**src/rtl/core/cia_pkg.sv**
```systemverilog
// Shared types, operation codes and helper functions for the checked integer ALU.
package cia_pkg;

  localparam int DataW = 64;
  localparam int CmdW = 5;
  localparam int UserW = 12;
  localparam int QueueDepth = 4;
  localparam int QueuePtrW = $clog2(QueueDepth);

  // Width codes for operands and for the operation.
  localparam logic [1:0] WC16 = 2'd0;
  localparam logic [1:0] WC32 = 2'd1;
  localparam logic [1:0] WC64 = 2'd2;

  // Error codes.
  localparam logic [1:0] ERR_NONE = 2'd0;
  localparam logic [1:0] ERR_OVF = 2'd1;
  localparam logic [1:0] ERR_DIV0 = 2'd2;

  typedef enum logic [CmdW-1:0] {
    OP_ADD = 5'd0,
    OP_SUB = 5'd1,
    OP_MUL = 5'd2,
    OP_DIV = 5'd3,
    OP_MOD = 5'd4,
    OP_ABS = 5'd5,
    OP_INC = 5'd6,
    OP_DEC = 5'd7,
    OP_AND = 5'd8,
    OP_OR  = 5'd9,
    OP_XOR = 5'd10,
    OP_NOT = 5'd11,
    OP_SHL = 5'd12,
    OP_SHR = 5'd13,
    OP_EQ  = 5'd14,
    OP_NE  = 5'd15,
    OP_LT  = 5'd16,
    OP_LE  = 5'd17,
    OP_GT  = 5'd18,
    OP_GE  = 5'd19,
    OP_CMP = 5'd20,
    OP_MAX = 5'd21,
    OP_MIN = 5'd22
  } op_t;

  // One classified item as it travels from the front to the back.
  typedef struct packed {
    logic [CmdW-1:0]  cmd;
    logic [1:0]       wop;
    logic             uc;
    logic [DataW-1:0] a;
    logic [DataW-1:0] b;
  } item_t;

  // Sign-extend from the width given by a width code; code three is 64 bits.
  function automatic logic [DataW-1:0] sext(input logic [DataW-1:0] v,
                                            input logic [1:0] wc);
    logic [DataW-1:0] r;
    case (wc)
      WC16:    r = {{(DataW-16){v[15]}}, v[15:0]};
      WC32:    r = {{(DataW-32){v[31]}}, v[31:0]};
      default: r = v;
    endcase
    return r;
  endfunction

  // Weight of the sign bit at the given width, as an unsigned value.
  function automatic logic [DataW-1:0] half_of(input logic [1:0] wc);
    logic [DataW-1:0] r;
    case (wc)
      WC16:    r = 64'h0000_0000_0000_8000;
      WC32:    r = 64'h0000_0000_8000_0000;
      default: r = 64'h8000_0000_0000_0000;
    endcase
    return r;
  endfunction

  // Two's complement magnitude.
  function automatic logic [DataW-1:0] mag(input logic [DataW-1:0] v);
    return v[DataW-1] ? (~v + 64'd1) : v;
  endfunction

endpackage

```
**src/rtl/core/cia_front.sv**
```systemverilog
// Front stage: takes a transfer, narrows and sign-extends the operands, registers the item.
module cia_front (
  input  logic                      clk,
  input  logic                      rst,
  input  logic                      in_valid,
  output logic                      in_ready,
  input  logic [cia_pkg::UserW-1:0] in_user,
  input  logic [2*cia_pkg::DataW-1:0] in_data,
  output logic                      item_valid,
  input  logic                      item_ready,
  output cia_pkg::item_t            item
);
  import cia_pkg::*;

  logic  valid;
  item_t held;
  item_t decoded;
  logic [1:0] wop;

  // Classify the incoming transfer.
  always_comb begin
    wop = (in_user[10:9] == 2'd3) ? WC64 : in_user[10:9];
    decoded.cmd = in_user[4:0];
    decoded.wop = wop;
    decoded.uc  = in_user[11] && (wop == WC32);
    decoded.a   = sext(sext(in_data[DataW-1:0], in_user[6:5]), wop);
    decoded.b   = sext(sext(in_data[2*DataW-1:DataW], in_user[8:7]), wop);
  end

  assign in_ready   = !valid || item_ready;
  assign item_valid = valid;
  assign item       = held;

  // Holding register.
  always_ff @(posedge clk) begin
    if (rst) begin
      valid <= 1'b0;
    end else if (in_ready) begin
      valid <= in_valid;
    end
  end

  always_ff @(posedge clk) begin
    if (in_ready && in_valid) begin
      held <= decoded;
    end
  end

endmodule

```
**config.mk**
```make
export PLATFORM = sky130hd
export DESIGN_NAME = cia_front
export DESIGN_NICKNAME = d
export VERILOG_FILES = /design/src/rtl/core/cia_pkg.sv /design/src/rtl/core/cia_front.sv
export SDC_FILE = /design/constraint.sdc
export NUM_CORES = 1
export LEC_CHECK = 0
export BUFFER_PORTS_ARGS = -buffer_cell sky130_fd_sc_hd__buf_2
export CAP_MARGIN = 40
export CELL_PAD_IN_SITES_DETAIL_PLACEMENT = 0
export CELL_PAD_IN_SITES_GLOBAL_PLACEMENT = 1
export CORE_ASPECT_RATIO = 0.7
export CORE_UTILIZATION = 28
export DETAILED_ROUTE_END_ITERATION = 8
export GPL_ROUTABILITY_DRIVEN = 1
export PLACE_DENSITY_LB_ADDON = 0.05
export RECOVER_POWER = 100
export SKIP_LAST_GASP = 1
export SLEW_MARGIN = 10
export SYNTH_ARGS = -nofsm -noshare
export SYNTH_HDL_FRONTEND = slang
export SYNTH_SLANG_ARGS = --single-unit
```
**constraint.sdc**
```tcl
create_clock -name clk -period 5.1 [get_ports clk]
set_clock_uncertainty 0.1 [all_clocks]
set_input_delay 0.255 -clock clk [delete_from_list [all_inputs] [get_ports clk]]
set_output_delay 0.255 -clock clk [all_outputs]
set_load 0.005 [all_outputs]
```
==> run metrics <==
status finished clean; slowest cell delay on critical path 1030 ps; worst hold start in_data[41]; HP Class input port to flop; leakage power approximately 0.0032 uW; ANT cells 0; Crit path buffers/inverters 3; PwrDens 362 mW/mm^2; FF-to-FF path depth 4; most frequent cells in the layout 181 x buf_2, 136 x edfxtp_1, 101 x clkbuf_1, 93 x o21ai_0, 69 x nor2b_1; CTS buffer count 17; full die area 0.0202 mm^2; Post-Syn Area roughly 0.0055 mm^2; met2 WL post-DR about 7.2 mm; R2R Path Start item_valid$_SDFFE_PP0N_; commonest non-fill, non-tap cell in the layout buf_2; Synth Net Count 519; CTS tree yes; Layout area overhead 45.1%; post-route ant nets 0; Mapped Cells roughly 380; FF/Latch Area just over 0.004 mm^2; gr usage total 15.2%; Seq cells post-synth roughly 140; worst slew pin tran approximately 1300 ps; Worst VDD drop roughly 0.14 mV; syn avg cell area between 10 and 15 um^2; Final Max Slew Viols 0; WL final approximately 15 mm; Vias just over 4,000; top routing layer used met5; post-placement cell area ~0.007 mm^2; number of max-cap violations 0; Synth area leader edfxtp_1; WP data required 5150 ps; sum of routed wire segments on met1 6.39 mm; Final Cycle Share between 50% and 60%; Worst Setup End Kind flop; antenna violations before repair 4; wire per inst ~16 um; final hold vios 0; grt ovf 0; Synth cell types 19; Synth Warn # 0; Max FO, Critical Path 20; fillers 1,867; IO Pins approximately 280; first-pass GRT wire length between 20 and 25 mm; Die Ht 119 um; Arr. time, crit path around 2800 ps; worst hold path depth 3; clock group share of total power between 40% and 50%; CP max-delay cell o21ai_0; post-synth top area share approximately three quarters; design area around 0.0080 mm^2; Clock Root Buffer clkbuf_16; clk buf depth 2; die width 169 um; number of global-route vias before repair approximately 4,100; post-route DRC violation count 0; # nets final between 800 and 900; Post-CTS Setup Inserts 0; multi-input combinational cell area approximately 0.0011 mm^2; CP dominant cell by count o21ai_0; ranking of synthesized cells by area edfxtp_1 74%, nor2b_1 7.9%, o21ai_0 7.2%; sequential fraction of design power around 47%; largest net degree at the start of global routing 66; Setup Crit Path Kind input port to flop; Psw ~700 uW; Achievable Freq roughly 360 MHz; Fin Setup TNS 0 ps; row count 42; Comb pwr share about a tenth; R2R setup slack roughly 2400 ps; share of cells above drive strength 1 31.7%; Starting Density about 29%; Worst slew margin about a tenth; RSZ-0062 raised after global routing false; clock sinks 137; Worst-path clk slew 60 ps; P_int 2180 uW; crit start category input port; # setup viols final 0; met3 wire len 1.36 mm; post-DP HPWL between 10 and 15 mm; vias per cell 4.17; router iterations before antenna repair 5; Tmin final roughly 2800 ps; switching share of power roughly 25%; Largest delay share family, worst path compound AO/OA/AOI/OAI gates; Initial DRC Count approximately 250; core area between 0.015 and 0.02 mm^2; CP cell instances dlygate4sd3_1, clkbuf_1, mux2_1, o21ai_0, buf_4, o21ai_0; GPL Wtd Cong 0.791; clk_lat worst skew approximately 410 ps; H-tree levels 4; PortBufs 281; sequential area share after synthesis between 70% and 80%; Worst Hold End item[105]$_DFFE_PP_; Worst R2R End item[79]$_DFFE_PP_
[layer usage]
layer | global-route usage (%) | vias up
li1 | - | 1976
met4 | 5.35 | 6
met2 | 24.2 | 182
met1 | 18.4 | 1882
met3 | 6.31 | 16
met5 | 0 | -
[worst register-to-register path: stages (launching register included)]
cell and delay, ps:
dfxtp_1 310, nand2b_1 90, and2_0 830, buf_16 370
buf_4 580
[layout make-up]
type                    count  share of cell area (%)
inverters                  33                    1.55
clock inverters            15                    1.95
clock buffers              17                    5.34
repair buffers            327                    22.2
flip-flops and latches    137                    51.5
multi-input cells         181                    13.3
well taps                 264                    4.14
[timing repair]
| item | 4_1_cts | 5_1_grt |
|---|---|---|
| hold buffers | 40 | 0 |
| endpoints found under the hold margin | 39 | 0 |
| gates resized for setup | 0 | 0 |
[synthesized netlist by cell type, drive strengths merged]
cell / n
edfxtp: 136
o21ai: 100
nor2b: 69
inv: 33
clkbuf: 14
buf: 10
and2: 2
mux2: 2
mux2i: 2
nand2: 2
o22ai: 2
a21oi: 1
dfxtp: 1
nand2b: 1
[cell families after synthesis]
group	after synthesis	share of synthesized area, %
compound gates	103	10.6
buf+inv	57	4.97
mux	4	1.37
simple gates	74	8.34
flops	137	74.7
[registers in the layout, summed over array words and instances, names as in the netlist]
register and cells:
item 136, item_valid 1
[metrics by stage]
step	hold WS (ps)	cells	utilization, %	power, uW	setup WS, ps
after floorplan	224	375	-	1530	917
after global placement	311	899	37.2	1700	2610
after detailed placement	320	902	37.6	1710	2850
after CTS	27.7	974	42.8	2950	2940
after global routing	36.4	974	41.8	3010	1970
final	48.7	974	41.8	2890	2330
[worst max-delay path by stage]
| stage | from | to | slack [ps] | cells after the start |
|---|---|---|---|---|
| finish | in_data[15] | item[104]$_DFFE_PP_ | 2330 | 6 |
| global route | in_user[8] | item[23]$_DFFE_PP_ | 1970 | 4 |
| CTS | item_valid$_SDFFE_PP0N_ | item[122]$_DFFE_PP_ | 2940 | 4 |
| detailed placement | in_user[8] | item[60]$_DFFE_PP_ | 2850 | 4 |
| global placement | item_ready | item[92]$_DFFE_PP_ | 2610 | 4 |
| floorplan | item_valid$_SDFFE_PP0N_ | item[0]$_DFFE_PP_ | 920 | 2 |
[power groups by stage]
stage,clock network [uW],logic (uW),registers (uW)
detailed placement,0,315,1390
floorplan,0,120,1410
global placement,0,304,1390
finish,1210,308,1370
global route,1290,346,1380
CTS,1240,339,1370
Note: power is estimated with default switching activity, not from simulation.
