[src/rtl/core/cia_pkg.sv]
// Shared types, operation codes and helper functions for the checked integer ALU.
package cia_pkg;

  localparam int DataW = 64;
  localparam int CmdW = 5;
  localparam int UserW = 12;
  localparam int QueueDepth = 4;
  localparam int QueuePtrW = $clog2(QueueDepth);

  // Width codes for operands and for the operation.
  localparam logic [1:0] WC16 = 2'd0;
  localparam logic [1:0] WC32 = 2'd1;
  localparam logic [1:0] WC64 = 2'd2;

  // Error codes.
  localparam logic [1:0] ERR_NONE = 2'd0;
  localparam logic [1:0] ERR_OVF = 2'd1;
  localparam logic [1:0] ERR_DIV0 = 2'd2;

  typedef enum logic [CmdW-1:0] {
    OP_ADD = 5'd0,
    OP_SUB = 5'd1,
    OP_MUL = 5'd2,
    OP_DIV = 5'd3,
    OP_MOD = 5'd4,
    OP_ABS = 5'd5,
    OP_INC = 5'd6,
    OP_DEC = 5'd7,
    OP_AND = 5'd8,
    OP_OR  = 5'd9,
    OP_XOR = 5'd10,
    OP_NOT = 5'd11,
    OP_SHL = 5'd12,
    OP_SHR = 5'd13,
    OP_EQ  = 5'd14,
    OP_NE  = 5'd15,
    OP_LT  = 5'd16,
    OP_LE  = 5'd17,
    OP_GT  = 5'd18,
    OP_GE  = 5'd19,
    OP_CMP = 5'd20,
    OP_MAX = 5'd21,
    OP_MIN = 5'd22
  } op_t;

  // One classified item as it travels from the front to the back.
  typedef struct packed {
    logic [CmdW-1:0]  cmd;
    logic [1:0]       wop;
    logic             uc;
    logic [DataW-1:0] a;
    logic [DataW-1:0] b;
  } item_t;

  // Sign-extend from the width given by a width code; code three is 64 bits.
  function automatic logic [DataW-1:0] sext(input logic [DataW-1:0] v,
                                            input logic [1:0] wc);
    logic [DataW-1:0] r;
    case (wc)
      WC16:    r = {{(DataW-16){v[15]}}, v[15:0]};
      WC32:    r = {{(DataW-32){v[31]}}, v[31:0]};
      default: r = v;
    endcase
    return r;
  endfunction

  // Weight of the sign bit at the given width, as an unsigned value.
  function automatic logic [DataW-1:0] half_of(input logic [1:0] wc);
    logic [DataW-1:0] r;
    case (wc)
      WC16:    r = 64'h0000_0000_0000_8000;
      WC32:    r = 64'h0000_0000_8000_0000;
      default: r = 64'h8000_0000_0000_0000;
    endcase
    return r;
  endfunction

  // Two's complement magnitude.
  function automatic logic [DataW-1:0] mag(input logic [DataW-1:0] v);
    return v[DataW-1] ? (~v + 64'd1) : v;
  endfunction

endpackage

[src/rtl/core/cia_queue.sv]
// Short queue that decouples the front stage from the execution stage.
module cia_queue (
  input  logic           clk,
  input  logic           rst,
  input  logic           push,
  input  cia_pkg::item_t push_item,
  output logic           not_full,
  input  logic           pop,
  output logic           not_empty,
  output cia_pkg::item_t head
);
  import cia_pkg::*;

  item_t store [QueueDepth];
  logic [QueuePtrW-1:0] wr_ptr;
  logic [QueuePtrW-1:0] rd_ptr;
  logic [QueuePtrW:0]   count;

  assign not_full  = (count != (QueuePtrW+1)'(QueueDepth));
  assign not_empty = (count != '0);
  assign head      = store[rd_ptr];

  // Pointers and fill count.
  always_ff @(posedge clk) begin
    if (rst) begin
      wr_ptr <= '0;
      rd_ptr <= '0;
      count  <= '0;
    end else begin
      if (push) begin
        wr_ptr <= wr_ptr + QueuePtrW'(1);
      end
      if (pop) begin
        rd_ptr <= rd_ptr + QueuePtrW'(1);
      end
      if (push && !pop) begin
        count <= count + (QueuePtrW+1)'(1);
      end else if (pop && !push) begin
        count <= count - (QueuePtrW+1)'(1);
      end
    end
  end

  // Entry storage.
  always_ff @(posedge clk) begin
    if (push) begin
      store[wr_ptr] <= push_item;
    end
  end

endmodule

[config.mk]
export PLATFORM = sky130hd
export DESIGN_NAME = cia_queue
export DESIGN_NICKNAME = d
export VERILOG_FILES = /design/src/rtl/core/cia_pkg.sv /design/src/rtl/core/cia_queue.sv
export SDC_FILE = /design/constraint.sdc
export NUM_CORES = 1
export LEC_CHECK = 0
export BUFFER_PORTS_ARGS = -buffer_cell sky130_fd_sc_hd__buf_2
export CAP_MARGIN = 10
export CORE_ASPECT_RATIO = 1.25
export CORE_MARGIN = 4
export CORE_UTILIZATION = 51
export CTS_BUF_LIST = sky130_fd_sc_hd__clkbuf_16
export DETAILED_ROUTE_END_ITERATION = 12
export GPL_ROUTABILITY_DRIVEN = 1
export PLACE_DENSITY_LB_ADDON = 0.08
export SETUP_SLACK_MARGIN = 0.02
export SLEW_MARGIN = 20
export SYNTH_ARGS = -nofsm -noshare
export SYNTH_HDL_FRONTEND = slang
export SYNTH_SLANG_ARGS = --single-unit
[constraint.sdc]
create_clock -name clk -period 4.3 [get_ports clk]
set_input_delay 0.86 -clock clk [delete_from_list [all_inputs] [get_ports clk]]
set_output_delay 0.86 -clock clk [all_outputs]
set_load 0.02 [all_outputs]
==> impl_metrics.env <==
export IMPL_core_region_area_mm2=0.0384
export IMPL_die_area_mm2=0.0425
export IMPL_tritoncts="yes"
export IMPL_hold_path_class="in -> reg"
export IMPL_insertion_delay_to_the_later_sink_of_the_worst_skew_pair_ps=560
export IMPL_netSwitchingFraction_pct=22.4
export IMPL_die_width_um=185
export IMPL_final_count_of_negative_setup_slack_endpoints=0
export IMPL_detailroute_via_count=8861
export IMPL_path_clk_slew_ps=70
export IMPL_total_leakage_power_nw=8.00
export IMPL_drt_pass1_iter_count=5
export IMPL_power_density_cell_area_mw_per_mm2=502
export IMPL_worstSetupPathType="reg -> out"
export IMPL_cp_max_fo=22
export IMPL_final_setup_tns_ps=0
export IMPL_dpl_worst_slack_ps=1510
export IMPL_i_o_pin_count=278
export IMPL_clock_skew_final_ps=14.4
export IMPL_ant_nets=0
export IMPL_dr_first_iter_drc_count=495
export IMPL_min_delay_src="push_item[14]"
export IMPL_fin_nets=1216
export IMPL_reg2reg_from="wr_ptr[0]"
export IMPL_routed_via_density=5.52
export IMPL_busiest_layer="met2"
export IMPL_antenna_found_initial=10
export IMPL_globalRouteOverflowTotal=0
export IMPL_max_freq_mhz=304
export IMPL_ctsHoldBuffers=0
export IMPL_status="finished clean"
export IMPL_initial_utilization_pct=52.1
export IMPL_min_path_cells=1
export IMPL_worst_r2r_setup_slack_ps=2310
export IMPL_track_usage_pct=17.7
export IMPL_post_cts_setup_buffer_count=0
export IMPL_drive_gt1_share_pct=45.9
export IMPL_type_of_destination_of_the_critical_path="output pin"
export IMPL_worst_slack_ps=1010
export IMPL_power_ir_vdd_worst_v=0.000333
export IMPL_net_switching_power_mw=2.67
export IMPL_final_cell_count_no_fill=1604
export IMPL_r2r_endpoint="store[3][83]"
export IMPL_synthDominantAreaCellType="edfxtp_1"
export IMPL_seq_power_share_pct=52.6
export IMPL_drc_errors=0
export IMPL_tightest_slew_ps=1080
export IMPL_cts_buffers=52
export IMPL_max_clock_path_buffers=3
export IMPL_end_point_of_the_worst_hold_path="store[1][14]"
export IMPL_htree_levels=2
export IMPL_met1_usage_pct=24.2
export IMPL_number_of_buffers_inserted_by_port_buffering=277
export IMPL_final_hold_worst_slack_ps=507
export IMPL_synth_yosys_warnings=0
export IMPL_relSlewSlack_pct=28.3
export IMPL_grt_pass1_vias=9348
export IMPL_synth_top_cell_area_share_pct=81.6
export IMPL_floorplan_rows=80
export IMPL_p_clk_share_pct=36.7
export IMPL_max_cap_violations=0
export IMPL_use_met2_pct=27.8
export IMPL_pins_over_their_slew_limit=0
export IMPL_timing_final_crit_share_pct=76.6
export IMPL_synth_nets=901
export IMPL_place_gp_congestion=0.727
export IMPL_maximum_number_of_pins_on_one_net_before_global_route_repair=137
export IMPL_use_met3_pct=5.55
export IMPL_mappedNetlistArea_mm2=0.0200
export IMPL_area_growth_synth_to_final_pct=18.5
export IMPL_final_hold_viol_count=0
export IMPL_clock_tree_root_cell="clkbuf_16"
export IMPL_detailedPlacementHpwl_mm=22.5
export IMPL_die_y_um=229
export IMPL_synth_area_top_cells="edfxtp_1, mux4_2, dfxtp_1, buf_2, buf_6"
export IMPL_rsz0062_at_grt="false"
export IMPL_syn_mean_instance_area_um2=26.5
export IMPL_synth_sequential_area_ratio_pct=82.5
export IMPL_wl_per_cell_um=23.4
export IMPL_cp_arrival_ps=2430
export IMPL_instance_count_of_the_mapped_netlist=755
export IMPL_synthDistinctLibCells=19
export IMPL_post_cts_resized=0
export IMPL_r2r_cells=3
export IMPL_worst_ep_required_time_ps=3440
export IMPL_grt_first_pass_wirelength_mm=57.1
export IMPL_combPwrFrac_pct=10.7
export IMPL_internal_power_mw=9.23
export IMPL_period_needed_ps=3290
export IMPL_dp_cells=1508
export IMPL_synth_seq_cells=553
export IMPL_routed_wirelength_mm=37.5
export IMPL_clock_sink_count=553
export IMPL_worst_setup_path_start_kind="flip-flop"
-- layout make-up --
cell class	instances	area, µm²
Clock inverter	40	310
Fill cell	2682	14700
Multi-Input combinational cell	167	3300
Sequential cell	553	16500
Clock buffer	53	1330
Antenna cell	3	7.51
Tap cell	492	616
Inverter	4	15.0
Timing Repair Buffer	292	1610
-- sequential cells by signal (all words and copies together), names as in the netlist, named ones only --
signal,count
rd_ptr,2
wr_ptr,2
count,3
store,544
-- Yosys cell counts (all sizes together) --
master and n:
edfxtp 544, xor2 3, mux2i 2, ha 5
o21ai 1, nor2 8, or3 2, nand2 2
a21oi 1, fa 1, and2 4, xnor2 2
buf 24, inv 4, clkbuf 7, mux4 136
dfxtp 9
-- per-layer routing --
| layer | vias to the layer above | share of wire (%) |
|---|---|---|
| met2 | 281 | 49 |
| met1 | 4585 | 40 |
| met4 | 16 | 2.7 |
| met5 | - | 0.27 |
| li1 | 3897 | - |
| met3 | 82 | 7.7 |
-- placed cells by master, fill, tap and decap left out, drive strengths merged --
cell type,Yosys,layout
ha,5,5
nor2,8,8
o21ai,1,1
inv,4,14
bufinv,0,5
fa,1,1
dfxtp,9,9
or3,2,2
mux2i,2,2
clkbuf,7,53
a21oi,1,1
edfxtp,544,544
buf,24,292
diode,0,3
and2,4,4
xor2,3,3
nand2,2,2
mux4,136,136
xnor2,2,2
clkinv,0,25
-- worst max-delay path by stage --
stage,startpoint,to,slack [ps],cells past startpoint
after detailed placement,flip-flop,head[49],1510,3
final,flip-flop,head[49],1010,3
after global placement,flip-flop,head[49],1500,3
after global routing,flip-flop,head[49],800,3
after floorplan,push,store[1][0],1330,1
after CTS,flip-flop,head[49],870,3
-- per-stage QoR --
stage	cell area [µm²]	util, %	power (mW)
2_1_floorplan	20000	-	7.19
3_3_place_gp	22100	57.4	7.67
3_5_place_dp	22100	57.4	7.68
4_1_cts	23700	61.7	12.1
5_1_grt	23700	61.7	12.4
6_report	23700	61.7	11.9
-- cell families (layout without fill, tap and decap cells) --
family | Yosys count | in the layout | share of synthesized area [%]
multiplexers | 138 | 138 | 15.4
AO/OA/AOI/OAI | 2 | 2 | 0.0500
other | 0 | 3 | 0
AND/OR/NAND/NOR | 16 | 16 | 0.375
buffers and inverters | 35 | 389 | 1.03
flip-flops | 553 | 553 | 82.5
XOR/XNOR | 5 | 5 | 0.219
adder cells (fa/ha/maj) | 6 | 6 | 0.413
-- power groups by stage --
stage	logic, mW	clock network, mW	registers (mW)
after global routing	1.37	4.71	6.28
after CTS	1.31	4.48	6.27
final	1.27	4.36	6.26
after detailed placement	1.30	0	6.38
after global placement	1.30	0	6.37
after floorplan	0.831	0	6.36
-- critical path: stages (launching register included) --
cell     delay (ps)
dfxtp_4         670
buf_4           440
mux4_2          570
buf_2           180
(Power assumes the default switching activity.)
